[config.mk]
export PLATFORM = sky130hd
export DESIGN_NAME = json_string_unescaper_unit
export DESIGN_NICKNAME = d
export VERILOG_FILES = /design/src/hdl/jsu_pkg.sv /design/src/hdl/jsu_decode.sv /design/src/hdl/jsu_out_buf.sv /design/src/hdl/json_string_unescaper_unit.sv
export SDC_FILE = /design/constraint.sdc
export NUM_CORES = 1
export LEC_CHECK = 0
export CAP_MARGIN = 5
export CORE_ASPECT_RATIO = 1.1
export CORE_MARGIN = 5
export CORE_UTILIZATION = 35
export CTS_CLUSTER_SIZE = 12
export DETAILED_ROUTE_END_ITERATION = 16
export DONT_BUFFER_PORTS = 1
export PLACE_DENSITY = 0.56
export REMOVE_ABC_BUFFERS = 1
export SYNTH_ARGS = -nofsm -noshare
export SYNTH_HDL_FRONTEND = slang
export SYNTH_HIERARCHICAL = 1
export SYNTH_SLANG_ARGS = --single-unit
[constraint.sdc]
create_clock -name clk -period 11.1 [get_ports clk]
set_input_delay 1.11 -clock clk [delete_from_list [all_inputs] [get_ports clk]]
set_output_delay 1.11 -clock clk [all_outputs]
set_load 0.1 [all_outputs]
[src/hdl/jsu_pkg.sv]
// Shared types, character codes and helpers for the JSON string unescaper.
// No dependencies; imported by every module under hdl/.
package jsu_pkg;

  // Decoder modes
  localparam logic [1:0] MODE_SEEK = 2'd0;
  localparam logic [1:0] MODE_STR  = 2'd1;
  localparam logic [1:0] MODE_ESC  = 2'd2;
  localparam logic [1:0] MODE_HEX  = 2'd3;

  // Result status codes
  localparam logic [1:0] ST_DATA     = 2'd0;
  localparam logic [1:0] ST_CLOSED   = 2'd1;
  localparam logic [1:0] ST_NO_QUOTE = 2'd2;
  localparam logic [1:0] ST_OPEN_END = 2'd3;

  // Characters
  localparam logic [7:0] CH_QUOTE = 8'h22;
  localparam logic [7:0] CH_BSLASH = 8'h5C;
  localparam logic [7:0] CH_SPACE = 8'h20;
  localparam logic [7:0] CH_TAB   = 8'h09;
  localparam logic [7:0] CH_LF    = 8'h0A;
  localparam logic [7:0] CH_CR    = 8'h0D;
  localparam logic [7:0] CH_BS    = 8'h08;
  localparam logic [7:0] CH_FF    = 8'h0C;
  localparam logic [7:0] CH_N     = 8'h6E;
  localparam logic [7:0] CH_T     = 8'h74;
  localparam logic [7:0] CH_R     = 8'h72;
  localparam logic [7:0] CH_B     = 8'h62;
  localparam logic [7:0] CH_F     = 8'h66;
  localparam logic [7:0] CH_U     = 8'h75;

  // UTF-8 encoding
  localparam logic [7:0]  UTF_LEAD2 = 8'hC0;
  localparam logic [7:0]  UTF_LEAD3 = 8'hE0;
  localparam logic [7:0]  UTF_CONT  = 8'h80;
  localparam logic [5:0]  UTF_MASK6 = 6'h3F;
  localparam logic [15:0] UTF_LIM1  = 16'h0080;
  localparam logic [15:0] UTF_LIM2  = 16'h0800;

  localparam int MAX_RES = 4;

  typedef struct packed {
    logic [7:0] data;
    logic [1:0] status;
  } jsu_res_t;

  // All results caused by one input byte, in order from index 0
  typedef struct packed {
    logic [2:0]             count;
    jsu_res_t [MAX_RES-1:0] res;
  } jsu_bundle_t;

  // Bit 4 flags a hex digit, bits 3:0 hold its value
  function automatic logic [4:0] hex_digit(input logic [7:0] c);
    logic [4:0] r;
    r = 5'd0;
    if (c >= 8'h30 && c <= 8'h39) begin
      r = {1'b1, c[3:0]};
    end else if ((c >= 8'h61 && c <= 8'h66) || (c >= 8'h41 && c <= 8'h46)) begin
      r = {1'b1, c[3:0] + 4'd9};
    end
    return r;
  endfunction

endpackage

[src/hdl/jsu_decode.sv]
// Decoder state and single-pass decode of one text byte into a result bundle.
// Depends on jsu_pkg.
module jsu_decode import jsu_pkg::*; (
  input  logic        clk,
  input  logic        rst,
  input  logic [7:0]  text_byte,
  input  logic        end_of_text,
  input  logic        advance,
  output jsu_bundle_t bundle
);

  logic [1:0]  mode, mode_next;
  logic [1:0]  hex_count, hex_count_next;
  logic [15:0] hex_value, hex_value_next;
  logic        hex_run_open, hex_run_open_next;
  logic [4:0]  dig;
  logic [15:0] code;
  logic [2:0]  n;
  logic        is_ws;

  always_comb begin
    bundle            = '0;
    n                 = 3'd0;
    mode_next         = mode;
    hex_count_next    = hex_count;
    hex_value_next    = hex_value;
    hex_run_open_next = hex_run_open;
    dig               = hex_digit(text_byte);
    code              = 16'd0;
    is_ws = (text_byte == CH_SPACE) || (text_byte == CH_TAB) ||
            (text_byte == CH_LF) || (text_byte == CH_CR);
    unique case (mode)
      MODE_SEEK: begin
        if (text_byte == CH_QUOTE) begin
          mode_next = MODE_STR;
        end else if (!is_ws) begin
          bundle.res[0] = '{data: 8'h00, status: ST_NO_QUOTE};
          n = 3'd1;
        end
      end
      MODE_STR: begin
        if (text_byte == CH_QUOTE) begin
          bundle.res[0] = '{data: 8'h00, status: ST_CLOSED};
          n = 3'd1;
          mode_next = MODE_SEEK;
        end else if (text_byte == CH_BSLASH) begin
          mode_next = MODE_ESC;
        end else begin
          bundle.res[0] = '{data: text_byte, status: ST_DATA};
          n = 3'd1;
        end
      end
      MODE_ESC: begin
        mode_next = MODE_STR;
        n = 3'd1;
        unique case (text_byte)
          CH_N:    bundle.res[0] = '{data: CH_LF, status: ST_DATA};
          CH_T:    bundle.res[0] = '{data: CH_TAB, status: ST_DATA};
          CH_R:    bundle.res[0] = '{data: CH_CR, status: ST_DATA};
          CH_B:    bundle.res[0] = '{data: CH_BS, status: ST_DATA};
          CH_F:    bundle.res[0] = '{data: CH_FF, status: ST_DATA};
          CH_U: begin
            n = 3'd0;
            mode_next = MODE_HEX;
            hex_count_next = 2'd0;
            hex_value_next = 16'd0;
            hex_run_open_next = 1'b1;
          end
          default: bundle.res[0] = '{data: text_byte, status: ST_DATA};
        endcase
      end
      MODE_HEX: begin
        // Accumulate only while every character so far was a hex digit
        if (hex_run_open && dig[4]) begin
          hex_value_next = {hex_value[11:0], dig[3:0]};
        end else begin
          hex_run_open_next = 1'b0;
        end
        if (hex_count == 2'd3) begin
          code = hex_value_next;
          if (code < UTF_LIM1) begin
            bundle.res[0] = '{data: code[7:0], status: ST_DATA};
            n = 3'd1;
          end else if (code < UTF_LIM2) begin
            bundle.res[0] = '{data: UTF_LEAD2 | {3'b000, code[10:6]}, status: ST_DATA};
            bundle.res[1] = '{data: UTF_CONT | {2'b00, code[5:0] & UTF_MASK6},
                              status: ST_DATA};
            n = 3'd2;
          end else begin
            bundle.res[0] = '{data: UTF_LEAD3 | {4'b0000, code[15:12]}, status: ST_DATA};
            bundle.res[1] = '{data: UTF_CONT | {2'b00, code[11:6]}, status: ST_DATA};
            bundle.res[2] = '{data: UTF_CONT | {2'b00, code[5:0] & UTF_MASK6},
                              status: ST_DATA};
            n = 3'd3;
          end
          hex_count_next    = 2'd0;
          hex_value_next    = 16'd0;
          hex_run_open_next = 1'b1;
          mode_next         = MODE_STR;
        end else begin
          hex_count_next = hex_count + 2'd1;
        end
      end
      default: ;
    endcase
    // Text ended inside a string: append the error and drop back to reset state
    if (end_of_text && mode_next != MODE_SEEK) begin
      bundle.res[n[1:0]] = '{data: 8'h00, status: ST_OPEN_END};
      n = n + 3'd1;
      mode_next         = MODE_SEEK;
      hex_count_next    = 2'd0;
      hex_value_next    = 16'd0;
      hex_run_open_next = 1'b1;
    end
    bundle.count = n;
  end

  always_ff @(posedge clk) begin
    if (rst) begin
      mode         <= MODE_SEEK;
      hex_count    <= 2'd0;
      hex_value    <= 16'd0;
      hex_run_open <= 1'b1;
    end else if (advance) begin
      mode         <= mode_next;
      hex_count    <= hex_count_next;
      hex_value    <= hex_value_next;
      hex_run_open <= hex_run_open_next;
    end
  end

  a_hex_count_idle: assert property (@(posedge clk) disable iff (rst)
    mode != MODE_HEX |-> hex_count == 2'd0)
    else $error("hex count left over outside a \\u escape");

  a_hex_value_idle: assert property (@(posedge clk) disable iff (rst)
    mode != MODE_HEX |-> hex_value == 16'd0 && hex_run_open)
    else $error("hex accumulator not cleared outside a \\u escape");

  a_end_seeks: assert property (@(posedge clk) disable iff (rst)
    advance && end_of_text |=> mode == MODE_SEEK)
    else $error("decoder not seeking after end of text");

endmodule

[src/hdl/jsu_out_buf.sv]
// Result register: holds one bundle and hands its results out one per transfer.
// Depends on jsu_pkg.
module jsu_out_buf import jsu_pkg::*; (
  input  logic        clk,
  input  logic        rst,
  input  jsu_bundle_t bundle,
  input  logic        load,
  output logic        free,
  output logic        m_tvalid,
  input  logic        m_tready,
  output logic [15:0] m_tdata,
  output logic        m_tlast
);

  logic                   valid;
  logic [1:0]             idx;
  logic [2:0]             count;
  jsu_res_t [MAX_RES-1:0] res;
  logic                   at_last;

  assign at_last  = ({1'b0, idx} == count - 3'd1);
  assign free     = !valid || (m_tready && at_last);
  assign m_tvalid = valid;
  assign m_tdata  = {6'd0, res[idx].status, res[idx].data};
  assign m_tlast  = at_last;

  always_ff @(posedge clk) begin
    if (rst) begin
      valid <= 1'b0;
      idx   <= 2'd0;
      count <= 3'd0;
    end else if (load) begin
      valid <= 1'b1;
      idx   <= 2'd0;
      count <= bundle.count;
    end else if (valid && m_tready) begin
      if (at_last) begin
        valid <= 1'b0;
      end else begin
        idx <= idx + 2'd1;
      end
    end
  end

  always_ff @(posedge clk) begin
    if (load) begin
      res <= bundle.res;
    end
  end

  a_count_range: assert property (@(posedge clk) disable iff (rst)
    valid |-> count != 3'd0 && count <= 3'd4)
    else $error("result buffer holds an empty or oversized bundle");

  a_idx_range: assert property (@(posedge clk) disable iff (rst)
    valid |-> {1'b0, idx} < count)
    else $error("result index past end of bundle");

  a_load_free: assert property (@(posedge clk) disable iff (rst)
    load |-> free && bundle.count != 3'd0)
    else $error("bundle loaded over unfinished results");

  a_stall_hold: assert property (@(posedge clk) disable iff (rst)
    valid && !m_tready |=> valid && $stable(idx))
    else $error("result index moved while stalled");

endmodule

[src/hdl/json_string_unescaper_unit.sv]
// Top level of the JSON string unescaper: input register, decoder, result register.
// Depends on jsu_pkg, jsu_decode and jsu_out_buf.
//
// Feed JSON text one byte per transfer on the s_ side, with s_tlast on the last
// byte of the text. Whitespace between strings is skipped, a stray byte outside a
// string gives a "missing opening quote" result, string bytes come out decoded
// (escapes resolved, \uXXXX sent as 1 to 3 UTF-8 bytes), a closing quote gives a
// "string closed" result, and text that ends inside a string gives a final
// "text ended inside string" result. Every result carries m_tlast on the last
// one caused by its input byte; bytes that cause nothing produce no transfer.
// Throughput is one input byte per cycle: each byte is decoded in one pass
// between the input register and the result register. A held byte that causes
// results waits while the result register still has results not yet taken:
// those leave one per cycle while m_tready is high (up to four for a \u escape
// ending the text). Bytes that cause nothing never wait.
module json_string_unescaper_unit import jsu_pkg::*; (
  input  logic        clk,
  input  logic        rst,
  input  logic        s_tvalid,
  output logic        s_tready,
  input  logic [7:0]  s_tdata,   // [7:0] text_byte
  input  logic        s_tlast,   // end_of_text
  output logic        m_tvalid,
  input  logic        m_tready,
  output logic [15:0] m_tdata,   // [7:0] data_byte, [9:8] status, [15:10] zero
  output logic        m_tlast    // run_last
);

  logic        in_valid;
  logic [7:0]  in_byte;
  logic        in_last;
  logic        advance;
  logic        buf_free;
  logic        buf_load;
  jsu_bundle_t bundle;

  // Advance the held byte when its results fit: none at all, or a free buffer
  assign advance  = in_valid && (bundle.count == 3'd0 || buf_free);
  assign buf_load = advance && bundle.count != 3'd0;
  assign s_tready = !in_valid || advance;

  always_ff @(posedge clk) begin
    if (rst) begin
      in_valid <= 1'b0;
    end else if (s_tready) begin
      in_valid <= s_tvalid;
    end
  end

  // Payload: capture on every input transfer
  always_ff @(posedge clk) begin
    if (s_tvalid && s_tready) begin
      in_byte <= s_tdata;
      in_last <= s_tlast;
    end
  end

  jsu_decode u_decode (
    .clk         (clk),
    .rst         (rst),
    .text_byte   (in_byte),
    .end_of_text (in_last),
    .advance     (advance),
    .bundle      (bundle)
  );

  jsu_out_buf u_out_buf (
    .clk      (clk),
    .rst      (rst),
    .bundle   (bundle),
    .load     (buf_load),
    .free     (buf_free),
    .m_tvalid (m_tvalid),
    .m_tready (m_tready),
    .m_tdata  (m_tdata),
    .m_tlast  (m_tlast)
  );

endmodule

==> impl_metrics.csv, run 1 <==
group,metric,value,unit
cells_and_area,final-seq-area,2030,um2
synthesis,synth.area.top_cells,"edfxtp_1, dfxtp_1, buf_4",
die,core_area,12600,um2
clocking,cts_root_buf,"clkbuf_16",
synthesis,ys_ff_latch,77,
clocking,htree_levels,3,
global_route,grt_max_degree,50,
sta,setup_viol,0,
clocking,clk_latency,0.34,ns
worst_setup_path,rrSetupSlack,6.03,ns
cells_and_area,fillCellCount,1220,
worst_setup_path,crit_chain,"inv_1, ha_1, nor3b_1, and4bb_1, o21ai_2, buf_4, or3b_1, a311oi_2, inv_1, ha_1, mux2i_1, or3_4, nand3_1",
sta,fmax,182,MHz
synthesis,synth_commonest_cells,"edfxtp_1, nor2_1, dfxtp_1, a21oi_1, nand2_1",
power_and_ir_drop,p_leak,1.71,nW
worst_setup_path,cpMaxStageDelayCell,"nand3_1",
worst_setup_path,crit_buf_inv,3,
clocking,ctsHoldBuffers,0,
sta,timing.hold.ws,0.470,ns
worst_setup_path,crit_arrival,4.38,ns
routing,drt-initial-drc-count,338,
cells_and_area,antenna_cells,0,
clocking,cts_setup_buffers,0,
worst_setup_path,rr_worst_depth,17,
die,boundaryPins,32,
worst_setup_path,cpLargestDelayFamily,"simple AND/OR/NAND/NOR gates",
sta,worst_pin_slew,1.08,ns
sta,max_slew_margin,27.5,%
die,rows,43,
power_and_ir_drop,p_per_area,152,nW/um2
hold_path,hold_path.class,"reg -> reg",
global_route,globalRouteOverflowTotal,0,
run_status,status,"complete, no violations",
hold_path,min-delay-start,"u_decode/hex_count[1]",
cells_and_area,drive_gt1_share,9.66,%
sta,fin_crit,5.49,ns
sta,hold_viol,0,
job,cap_violations,0,
worst_setup_path,critical_path_class,"reg -> out",
die,dieHeight,129,um
place,place_congestion,0.917,
routing,routed_wl,9.87,mm
clocking,clock-sinks,77,
clocking,post_cts_resized,0,
die,fp.dieW,118,um
hold_path,whs_endpoint,"u_decode/hex_count[1]",
clocking,clockBufferDepth,2,
synthesis,syn_area,4490,um2
worst_setup_path,timing.rr.end,"u_decode/hex_value[5]",
clocking,clk_pin_slew,0.07,ns
die,die_area,15200,um2
cells_and_area,final_net_count,433,
hold_path,min_path_cells,2,
routing,drt_pass1_iterations,5,
power_and_ir_drop,ir_drop,0.0878,mV
routing,via_per_inst,5.55,
sta,fin_tns_setup,0,ns
clocking,cts_tree,"done",
synthesis,ys_seq_area_share,45.2,%
worst_setup_path,crit_path_max_fanout,38,
synthesis,synth_top_area_share,32.7,%
synthesis,yosysMostFrequentCell,"edfxtp_1",
worst_setup_path,crit_start,"in_byte[0]",
place,dp_hpwl,7.00,mm
synthesis,yosys_warnings,6,
sta,rsz0062_at_grt,"false",
routing,dr_total_vias,3169,
power_and_ir_drop,power,0.732,mW
synthesis,postSynthCellCount,429,
worst_setup_path,endpoint_kind,"output port",
synthesis,ys_types,70,
global_route,antenna_found_initial,0,
worst_setup_path,rr_startpoint,"in_byte[0]",
sta,fin_skew,0.0114,ns
global_route,grt_pass1_vias,3034,
global_route,grt_pass1_wl,16.4,mm
place,numPortBuffers,0,
synthesis,syn_area_per_cell,10.5,um2
sta,finalMaxSlewViolations,0,
synthesis,yosys.area.top_type,"edfxtp_1",
clocking,numCtsBuffers,9,
global_route,grt_usage,13.5,%
worst_setup_path,critical_path_required,9.99,ns
cells_and_area,area_growth,7.16,%
synthesis,synth_ff_type,"edfxtp_1",
routing,drt-wirelength-per-cell,17.3,um
routing,drtAntennaViolNets,0,
cells_and_area,multi_input_area,2160,um2
routing,drc,0,
sta,post-route-period-util,49.4,%
synthesis,synth_edf_count,49,
place,place_ws,5.97,ns
die,start_util,35.7,%
sta,timing.final.ws_setup,5.61,ns
worst_setup_path,start_kind,"flip-flop",
worst_setup_path,slowest_delay,0.71,ns
synthesis,synth-async-reset-ratio,0,%
-- layout make-up --
| class | instances | area share, % |
|---|---|---|
| inverter | 19 | 1.48 |
| tap | 157 | 4.08 |
| clock inverter | 6 | 2.31 |
| multi-input combinational | 300 | 44.9 |
| timing repair buffer | 2 | 0.312 |
| clock buffer | 10 | 4.76 |
| sequential | 77 | 42.2 |
-- cells in the final DEF, fill, tap and decap left out, types with 3 or more instances in the layout --
cell / count
a211oi_1: 14
a21o_1: 4
a21oi_1: 26
a22o_1: 14
a31oi_1: 5
and2_1: 4
bufinv_16: 3
clkbuf_16: 9
conb_1: 16
dfxtp_1: 28
edfxtp_1: 49
ha_1: 11
inv_1: 19
mux2_2: 6
mux2i_1: 11
mux4_1: 3
mux4_2: 7
nand2_1: 23
nand2b_1: 4
nand3_1: 11
nand3b_1: 3
nand4bb_1: 3
nor2_1: 38
nor2b_1: 6
nor3_1: 6
nor3b_1: 3
nor4_1: 3
o211ai_1: 3
o21ai_0: 14
o22ai_1: 8
o2bb2ai_1: 4
o31a_1: 3
or3b_1: 3
xnor2_1: 4
-- metal layers --
layer | vias to the layer above | part of all wire [%] | track usage, %
li1 | 1536 | - | -
met1 | 1515 | 47 | 18.2
met2 | 104 | 46 | 21.2
met3 | 14 | 5.1 | 3.25
met4 | 0 | 2.0 | 5.13
met5 | - | 0 | 0
-- report_power, final --
| group | internal [mW] | switching (mW) |
|---|---|---|
| Clock | 0.220 | 0.118 |
| Combinational | 0.0151 | 0.0518 |
| Sequential | 0.316 | 0.0114 |
-- flip-flops by register name (all words and copies together), names as in the netlist --
register / cells
u_out_buf/res: 40
u_decode/hex_value: 16
u_out_buf/idx: 2
u_decode/hex_run_open: 1
u_out_buf/count: 3
u_decode/hex_count: 2
u_decode/mode: 2
in_valid: 1
u_out_buf/m_tvalid: 1
in_byte: 8
in_last: 1
-- through the flow --
| stage | cells | util (%) | area [um2] |
|---|---|---|---|
| 4_1_cts | 571 | 38.2 | 4810 |
| 3_3_place_gp | 555 | 35.5 | 4470 |
| 2_1_floorplan | 396 | - | 4260 |
| 5_1_grt | 571 | 38.2 | 4810 |
| 6_report | 571 | 38.2 | 4810 |
| 3_5_place_dp | 555 | 35.5 | 4470 |
-- cell families after synthesis --
group / Yosys count / synth area share [%]
buffers and inverters: 66 / 7.91
XOR/XNOR: 6 / 1.34
other: 2 / 0.167
AO/OA/AOI/OAI: 115 / 17.8
AND/OR/NAND/NOR: 125 / 15.3
multiplexers: 27 / 9.22
flip-flops: 77 / 45.2
adder cells (fa/ha/maj): 11 / 3.06
-- tightest hold or removal path: stages (launching register included) --
cell,delay (ns)
dfxtp_1,0.31
nand2b_1,0.07
a21oi_1,0.05
-- worst max path at each step --
| stage | endpoint | slack (ns) | depth (start not counted) |
|---|---|---|---|
| 2_1_floorplan | s_tready | 5.85 | 12 |
| 3_3_place_gp | s_tready | 6.06 | 13 |
| 3_5_place_dp | s_tready | 5.97 | 13 |
| 4_1_cts | s_tready | 5.59 | 13 |
| 5_1_grt | s_tready | 5.32 | 13 |
| 6_report | s_tready | 5.61 | 13 |
Power figures use the tool's default switching activity.
==> run 2: changes to the inputs <==
--- a/config.mk
+++ b/config.mk
@@ -5,6 +5,7 @@
 export SDC_FILE = /design/constraint.sdc
 export NUM_CORES = 1
 export LEC_CHECK = 0
+export ABC_AREA = 1
 export CAP_MARGIN = 5
 export CORE_ASPECT_RATIO = 1.1
 export CORE_MARGIN = 5
==> constraint.sdc (replaced) <==
create_clock -name clk -period 5.1 [get_ports clk]
set_input_delay 0.51 -clock clk [delete_from_list [all_inputs] [get_ports clk]]
set_output_delay 0.51 -clock clk [all_outputs]
set_load 0.1 [all_outputs]
==> run 2 against run 1 <==
Against the previous run:
- combinational power increased to 3.1 times the previous value
- clock skew shrank 0.0057 ns
- cell area up 3.8%
- via count is 14% higher
- setup slack worse by 5.1 ns
- sequential power increased by 110%
- non-clock buffer count unchanged
- register-to-register slack worse by 5.4 ns
- first-iteration DRC count fell by 22%
- synthesized area rose by 2.9%
- total power is 120% higher
- critical path type unchanged
- critical endpoint unchanged
- largest cell class unchanged
==> impl_metrics.csv, run 2 <==
group,metric,value,unit
global_route,grtUsageMet2,22.7,%
synthesis,ys_types,42,
cells_and_area,multi_input_area,2150,um2
die,start_util,35.3,%
worst_setup_path,critical_path_class,"reg -> out",
worst_setup_path,crit_start,"in_byte[0]",
worst_setup_path,cp_common_cell,"nand2_1",
hold_path,hold_path.class,"in -> reg",
sta,hold_viol,0,
global_route,globalRouteOverflowTotal,0,
synthesis,synth-async-reset-ratio,0,%
place,dpl.cell_count,722,
clocking,cts_tree,"done",
power_and_ir_drop,power.switching,0.432,mW
synthesis,synth_top_area_share,31.8,%
cells_and_area,antenna_cells,0,
sta,rsz0062_at_grt,"false",
job,cap_violations,0,
worst_setup_path,worstSetupPathDepth,19,
place,place_congestion,0.962,
cells_and_area,largest_reg_flops,40,
routing,drt-wirelength-per-cell,13.8,um
worst_setup_path,timing.rr.end,"u_out_buf/count[0]",
synthesis,ys_seq_area_share,43.9,%
sta,fmax,218,MHz
die,fp.dieW,120,um
worst_setup_path,cp-endpoint,"s_tready",
routing,via_per_inst,4.91,
worst_setup_path,endpoint_kind,"output port",
worst_setup_path,crit_chain,"inv_1, ha_1, nor2_1, nand2_1, nand3_4, nand2_4, nand2_2, nand2_1, nand2_2, nand2_1, nor2_2, o21ai_1, nand2_1, nand3_1, ha_1, o21ai_0, nor2_2, nand2_2, nand3_4",
global_route,busiest_layer,"met2",
synthesis,synth.area.top_cells,"edfxtp_1, dfxtp_1, nand2_1",
clocking,numCtsBuffers,9,
sta,fin_skew,0.00565,ns
clocking,cts_root_buf,"clkbuf_16",
clocking,clk_latency,0.34,ns
worst_setup_path,rrSetupSlack,0.65,ns
cells_and_area,reg.largest.list,"u_out_buf/res (40), u_decode/hex_value (16), in_byte (8)",
synthesis,postSynthCellCount,584,
synthesis,ys_ff_latch,77,
worst_setup_path,rr_startpoint,"in_byte[0]",
die,die_area,15600,um2
worst_setup_path,rr_worst_depth,23,
global_route,antenna_found_initial,0,
routing,drtAntennaViolNets,0,
clocking,htree_levels,3,
power_and_ir_drop,power,1.60,mW
worst_setup_path,cpMaxStageDelayCell,"edfxtp_1",
power_and_ir_drop,ir_drop,0.114,mV
cells_and_area,area_growth,8.12,%
routing,drc,0,
clocking,ctsHoldBuffers,0,
clocking,clock-sinks,77,
place,numPortBuffers,0,
power_and_ir_drop,combPwrFrac,12.9,%
power_and_ir_drop,p_leak,2.14,nW
global_route,grt.met3_usage,2.11,%
cells_and_area,layout_commonest_cell,"nand2_1",
sta,fin_crit,4.58,ns
synthesis,synth_commonest_cells,"nand2_1, nor2_1, inv_1, edfxtp_1, nand3_1",
cells_and_area,fillCellCount,1360,
synthesis,synth_edf_count,49,
routing,dr_total_vias,3625,
worst_setup_path,slowest_delay,0.42,ns
die,boundaryPins,32,
cells_and_area,drive_gt1_share,13.7,%
routing,drt_pass1_iterations,5,
cells_and_area,final-seq-area,2030,um2
sta,finalMaxSlewViolations,0,
routing,routed_wl,10.2,mm
sta,worst_pin_slew,1.15,ns
power_and_ir_drop,switching_share,27.1,%
clocking,clockBufferDepth,2,
worst_setup_path,crit_arrival,4.07,ns
place,dp_hpwl,7.52,mm
die,rows,44,
synthesis,synth_ff_type,"edfxtp_1",
sta,setup_viol,0,
worst_setup_path,crit_buf_inv,1,
synthesis,syn_area,4620,um2
power_and_ir_drop,p_per_area,320,nW/um2
worst_setup_path,critical_path_required,4.59,ns
worst_setup_path,start_kind,"flip-flop",
cells_and_area,final_net_count,596,
power_and_ir_drop,intPower,1.17,mW
worst_setup_path,crit_path_max_fanout,20,
sta,fin_tns_setup,0,ns
global_route,grt_pass1_wl,16.6,mm
worst_setup_path,cpLargestDelayFamily,"simple AND/OR/NAND/NOR gates",
die,core_area,13100,um2
cells_and_area,design_area,5000,um2
cells_and_area,final_cell_mix,"nand2_1, nor2_1, inv_1, edfxtp_1, nand3_1",
global_route,grt_max_degree,44,
sta,post-route-period-util,89.9,%
power_and_ir_drop,power_frac_clock,43.2,%
synthesis,syn_area_per_cell,7.92,um2
sta,timing.hold.ws,0.228,ns
die,dieHeight,131,um
sta,max_slew_margin,23.3,%
synthesis,yosysMostFrequentCell,"nand2_1",
cells_and_area,regMostFlops,"u_out_buf/res",
power_and_ir_drop,seq_power_share,43.9,%
clocking,clk_pin_slew,0.06,ns
routing,drt-initial-drc-count,264,
synthesis,yosys_warnings,6,
global_route,grt_usage,13.5,%
cells_and_area,instances_no_fill,738,
global_route,grt_use_met1,16.6,%
synthesis,yosys.area.top_type,"edfxtp_1",
global_route,grt_pass1_vias,3395,
place,placed_area,4680,um2
run_status,status,"complete, no violations",
==> run 2: cell count changes in the layout (fill, tap and decap cells not counted), sizes merged, moves of 11 or more <==
| cell | previous run | this run |
|---|---|---|
| inv | 19 | 75 |
| nand3 | 11 | 51 |
| mux2i | 11 | 0 |
| nand2 | 23 | 132 |
| a22o | 14 | 0 |
| o21ai | 17 | 44 |
| nor2 | 38 | 84 |
==> run 2: layer usage <==
layer | part of all wire [%] | wire length [um]
met3 | 4.2 | 428
met2 | 47 | 4790
met4 | 3.2 | 331
met1 | 46 | 4680
met5 | 0 | 0
==> run 2: kinds of logic after synthesis <==
group           count (synthesis)  synth area share [%]
compound gates                 87                  10.7
xor+xnor                        4                 0.758
fa+ha+maj                      11                  2.98
buf+inv                       114                  12.1
flops                          77                  43.9
other cells                     2                 0.162
simple gates                  289                  29.3
==> run 2: final cells by class <==
cell class	instances	share of cell area [%]
clock inverter	4	1.45
inverter	75	5.63
multi-input combinational	407	42.9
clock buffer	12	4.93
sequential	77	40.6
timing repair buffer	2	0.375
tap	161	4.03
==> run 2: through the flow <==
stage	setup slack, ns	util (%)
floorplan	0.651	-
global placement	0.731	35.7
detailed placement	0.516	35.7
CTS	0.470	38.1
global route	0.0165	38.2
finish	0.515	38.2
==> run 2: worst register-to-register path: stages, from the launching register on <==
cell and delay [ns]:
edfxtp_1 0.42, inv_1 0.15, ha_1 0.24, nor2_1 0.10, nand2_1 0.09, nand3_4 0.14, nand2_4 0.11, nand2_2 0.32
nand2_1 0.14, nand2_2 0.13, nand2_1 0.07, nor2_2 0.34, o21ai_1 0.19, nand2_1 0.10, nand3_1 0.13, ha_1 0.32
o21ai_0 0.28, nor2_2 0.06, nand2_2 0.10, nand3_1 0.07, inv_1 0.07, buf_6 0.32, inv_1 0.19, a211oi_1 0.27
==> run 2: how the worst min path moves through the flow <==
stage	from	end	slack (ns)	cells after the start
floorplan	u_out_buf/count[1]	u_out_buf/count[1]	0.44	2
global placement	u_out_buf/count[1]	u_out_buf/count[1]	0.46	2
detailed placement	u_out_buf/count[1]	u_out_buf/count[1]	0.46	2
CTS	rst	in_valid	0.22	1
global route	rst	in_valid	0.22	1
finish	rst	in_valid	0.23	1
==> run 2: power by group through the flow <==
stage / Clock [mW] / Combinational (mW) / Sequential, mW
finish: 0.691 / 0.205 / 0.701
global route: 0.733 / 0.222 / 0.704
CTS: 0.708 / 0.205 / 0.702
detailed placement: 0 / 0.205 / 0.715
global placement: 0 / 0.202 / 0.715
floorplan: 0 / 0.171 / 0.711
==> run 2: repair_timing <==
action / in CTS / in global routing
hold endpoints to repair: 0 / 0
endpoints found under the setup margin: 0 / 2
setup buffers: 0 / 0
gates resized for setup: 0 / 1
==> run 3: changes to the inputs <==
--- a/config.mk
+++ b/config.mk
@@ -14,7 +14,6 @@
 export DETAILED_ROUTE_END_ITERATION = 16
 export DONT_BUFFER_PORTS = 1
 export PLACE_DENSITY = 0.56
-export REMOVE_ABC_BUFFERS = 1
 export SYNTH_ARGS = -nofsm -noshare
 export SYNTH_HDL_FRONTEND = slang
 export SYNTH_HIERARCHICAL = 1
==> run 3 against run 2 <==
Against the previous run:
- highest routed layer unchanged
- worst hold slack worse by 0.0079 ns
- count of clock-buffer cells in the layout down 2
- largest cell class unchanged
- register-to-register slack better by 0.11 ns
==> impl_metrics.csv, run 3 (same netlist as run 2, synthesis figures left out) <==
group,metric,value,unit
worst_setup_path,crit_path_max_fanout,20,
global_route,grt_use_met1,17.9,%
routing,via_per_inst,4.95,
sta,fin_skew,0.00616,ns
sta,fmax,222,MHz
die,start_util,35.3,%
worst_setup_path,endpoint_kind,"output port",
place,numPortBuffers,0,
die,rows,44,
sta,fin_tns_setup,0,ns
clocking,clock-sinks,77,
cells_and_area,drive_gt1_share,13.7,%
worst_setup_path,crit_buf_inv,1,
cells_and_area,final_net_count,596,
die,core_area,13100,um2
routing,routed_wl,10.3,mm
sta,setup_viol,0,
worst_setup_path,cpLargestDelayFamily,"simple AND/OR/NAND/NOR gates",
worst_setup_path,crit_chain,"inv_1, ha_1, nor2_1, nand2_1, nand3_4, nand2_4, nand2_2, nand2_1, nand2_2, nand3_1, nor2_4, o21ai_1, nand2_1, nand3_1, ha_1, o21ai_0, nor2_2, nand2_2, nand3_4",
sta,fin_crit,4.51,ns
cells_and_area,regMostFlops,"u_out_buf/res",
sta,finalMaxSlewViolations,0,
sta,rsz0062_at_grt,"false",
global_route,grt_pass1_vias,3508,
die,boundaryPins,32,
cells_and_area,utilization,38.0,%
global_route,grt_usage,13.8,%
sta,max_slew_margin,24.3,%
clocking,htree_levels,3,
clocking,cts_tree,"done",
run_status,status,"complete, no violations",
worst_setup_path,start_kind,"flip-flop",
routing,drt_pass1_iterations,5,
routing,drt-wirelength-per-cell,13.9,um
clocking,clockBufferDepth,2,
global_route,busiest_layer,"met2",
cells_and_area,reg.largest.list,"u_out_buf/res (40), u_decode/hex_value (16), in_byte (8)",
global_route,grt_max_degree,44,
global_route,grtUsageMet2,22.1,%
worst_setup_path,cpMaxStageDelayCell,"edfxtp_1",
power_and_ir_drop,p_leak,2.12,nW
cells_and_area,area_growth,7.66,%
cells_and_area,antenna_cells,0,
hold_path,hold_path.class,"in -> reg",
global_route,antenna_found_initial,0,
job,cap_violations,0,
routing,drtAntennaViolNets,0,
power_and_ir_drop,ir_drop,0.129,mV
global_route,grt_pass1_wl,17.1,mm
place,dp_hpwl,7.68,mm
place,dpl.cell_count,722,
worst_setup_path,slowest_delay,0.42,ns
clocking,cts_setup_buffers,0,
clocking,numCtsBuffers,9,
worst_setup_path,critical_path_class,"reg -> out",
die,fp.dieW,120,um
cells_and_area,final_cell_mix,"nand2_1, nor2_1, inv_1, edfxtp_1, nand3_1",
sta,worst_pin_slew,1.14,ns
clocking,clk_pin_slew,0.06,ns
die,dieHeight,131,um
sta,post-route-period-util,88.4,%
worst_setup_path,crit_arrival,4.00,ns
die,die_area,15600,um2
power_and_ir_drop,power,1.54,mW
global_route,globalRouteOverflowTotal,0,
routing,drc,0,
power_and_ir_drop,p_per_area,309,nW/um2
clocking,clk_latency,0.34,ns
cells_and_area,largest_reg_flops,40,
clocking,cts_root_buf,"clkbuf_16",
worst_setup_path,critical_path_required,4.59,ns
cells_and_area,layout_commonest_cell,"nand2_1",
routing,drt-initial-drc-count,271,
place,place_congestion,0.893,
global_route,grt.met3_usage,2.41,%
sta,hold_viol,0,
routing,dr_total_vias,3652,
cells_and_area,instances_no_fill,738,
==> run 3: area by class of cell <==
class | instances | area (um2)
Clock buffer | 10 | 229
Sequential cell | 77 | 2030
Clock inverter | 6 | 63.8
Inverter | 75 | 282
Fill cell | 1364 | 8120
Multi-Input combinational cell | 407 | 2150
Timing Repair Buffer | 2 | 18.8
Tap cell | 161 | 201
==> run 3: worst register-to-register path, cell delays in order (launching register included) <==
cell and delay, ns:
edfxtp_1 0.42, inv_1 0.15, ha_1 0.24, nor2_1 0.11
nand2_1 0.09, nand3_4 0.14, nand2_4 0.11, nand2_2 0.32
nand2_1 0.12, nand2_2 0.13, nand3_1 0.13, nor2_4 0.24
o21ai_1 0.16, nand2_1 0.10, nand3_1 0.14, ha_1 0.33
o21ai_0 0.28, nor2_2 0.06, nand2_2 0.10, nand3_1 0.07
inv_1 0.07, buf_6 0.32, inv_1 0.19, a211oi_1 0.24
==> run 3: where the power goes <==
group | total [mW] | switching (mW) | internal (mW)
Clock | 0.627 | 0.250 | 0.378
Sequential | 0.702 | 0.0181 | 0.683
Combinational | 0.207 | 0.166 | 0.0410
Total | 1.54 | 0.434 | 1.10
==> run 3: stage by stage <==
stage	instance area [um2]	hold slack (ns)	worst slack, ns
after floorplan	4680	0.441	0.965
after global placement	4680	0.464	0.703
after detailed placement	4680	0.470	0.471
after CTS	4970	0.204	0.407
after global routing	4980	0.207	0.119
final	4980	0.220	0.591
==> run 3: metal layers <==
metal / vias up / routed length (um)
li1: 1853 / -
met1: 1689 / 4810
met2: 93 / 4710
met3: 17 / 469
met4: 0 / 285
met5: - / 0
==> run 3: what timing repair did <==
item                       in CTS  in global routing
setup endpoints to repair       0                  5
gates resized for setup         0                  2
hold endpoints to repair        0                  0
hold buffers                    0                  0
==> run 3: path summary, 6_finish.rpt <==
path / startpoint / to / slack [ns] / cells past startpoint
max: in_byte[0] / s_tready / 0.59 / 19
max reg2reg: in_byte[0] / u_out_buf/count[1] / 0.76 / 23
min: rst / in_valid / 0.22 / 1
min reg2reg: u_out_buf/count[2] / u_out_buf/count[2] / 0.48 / 2
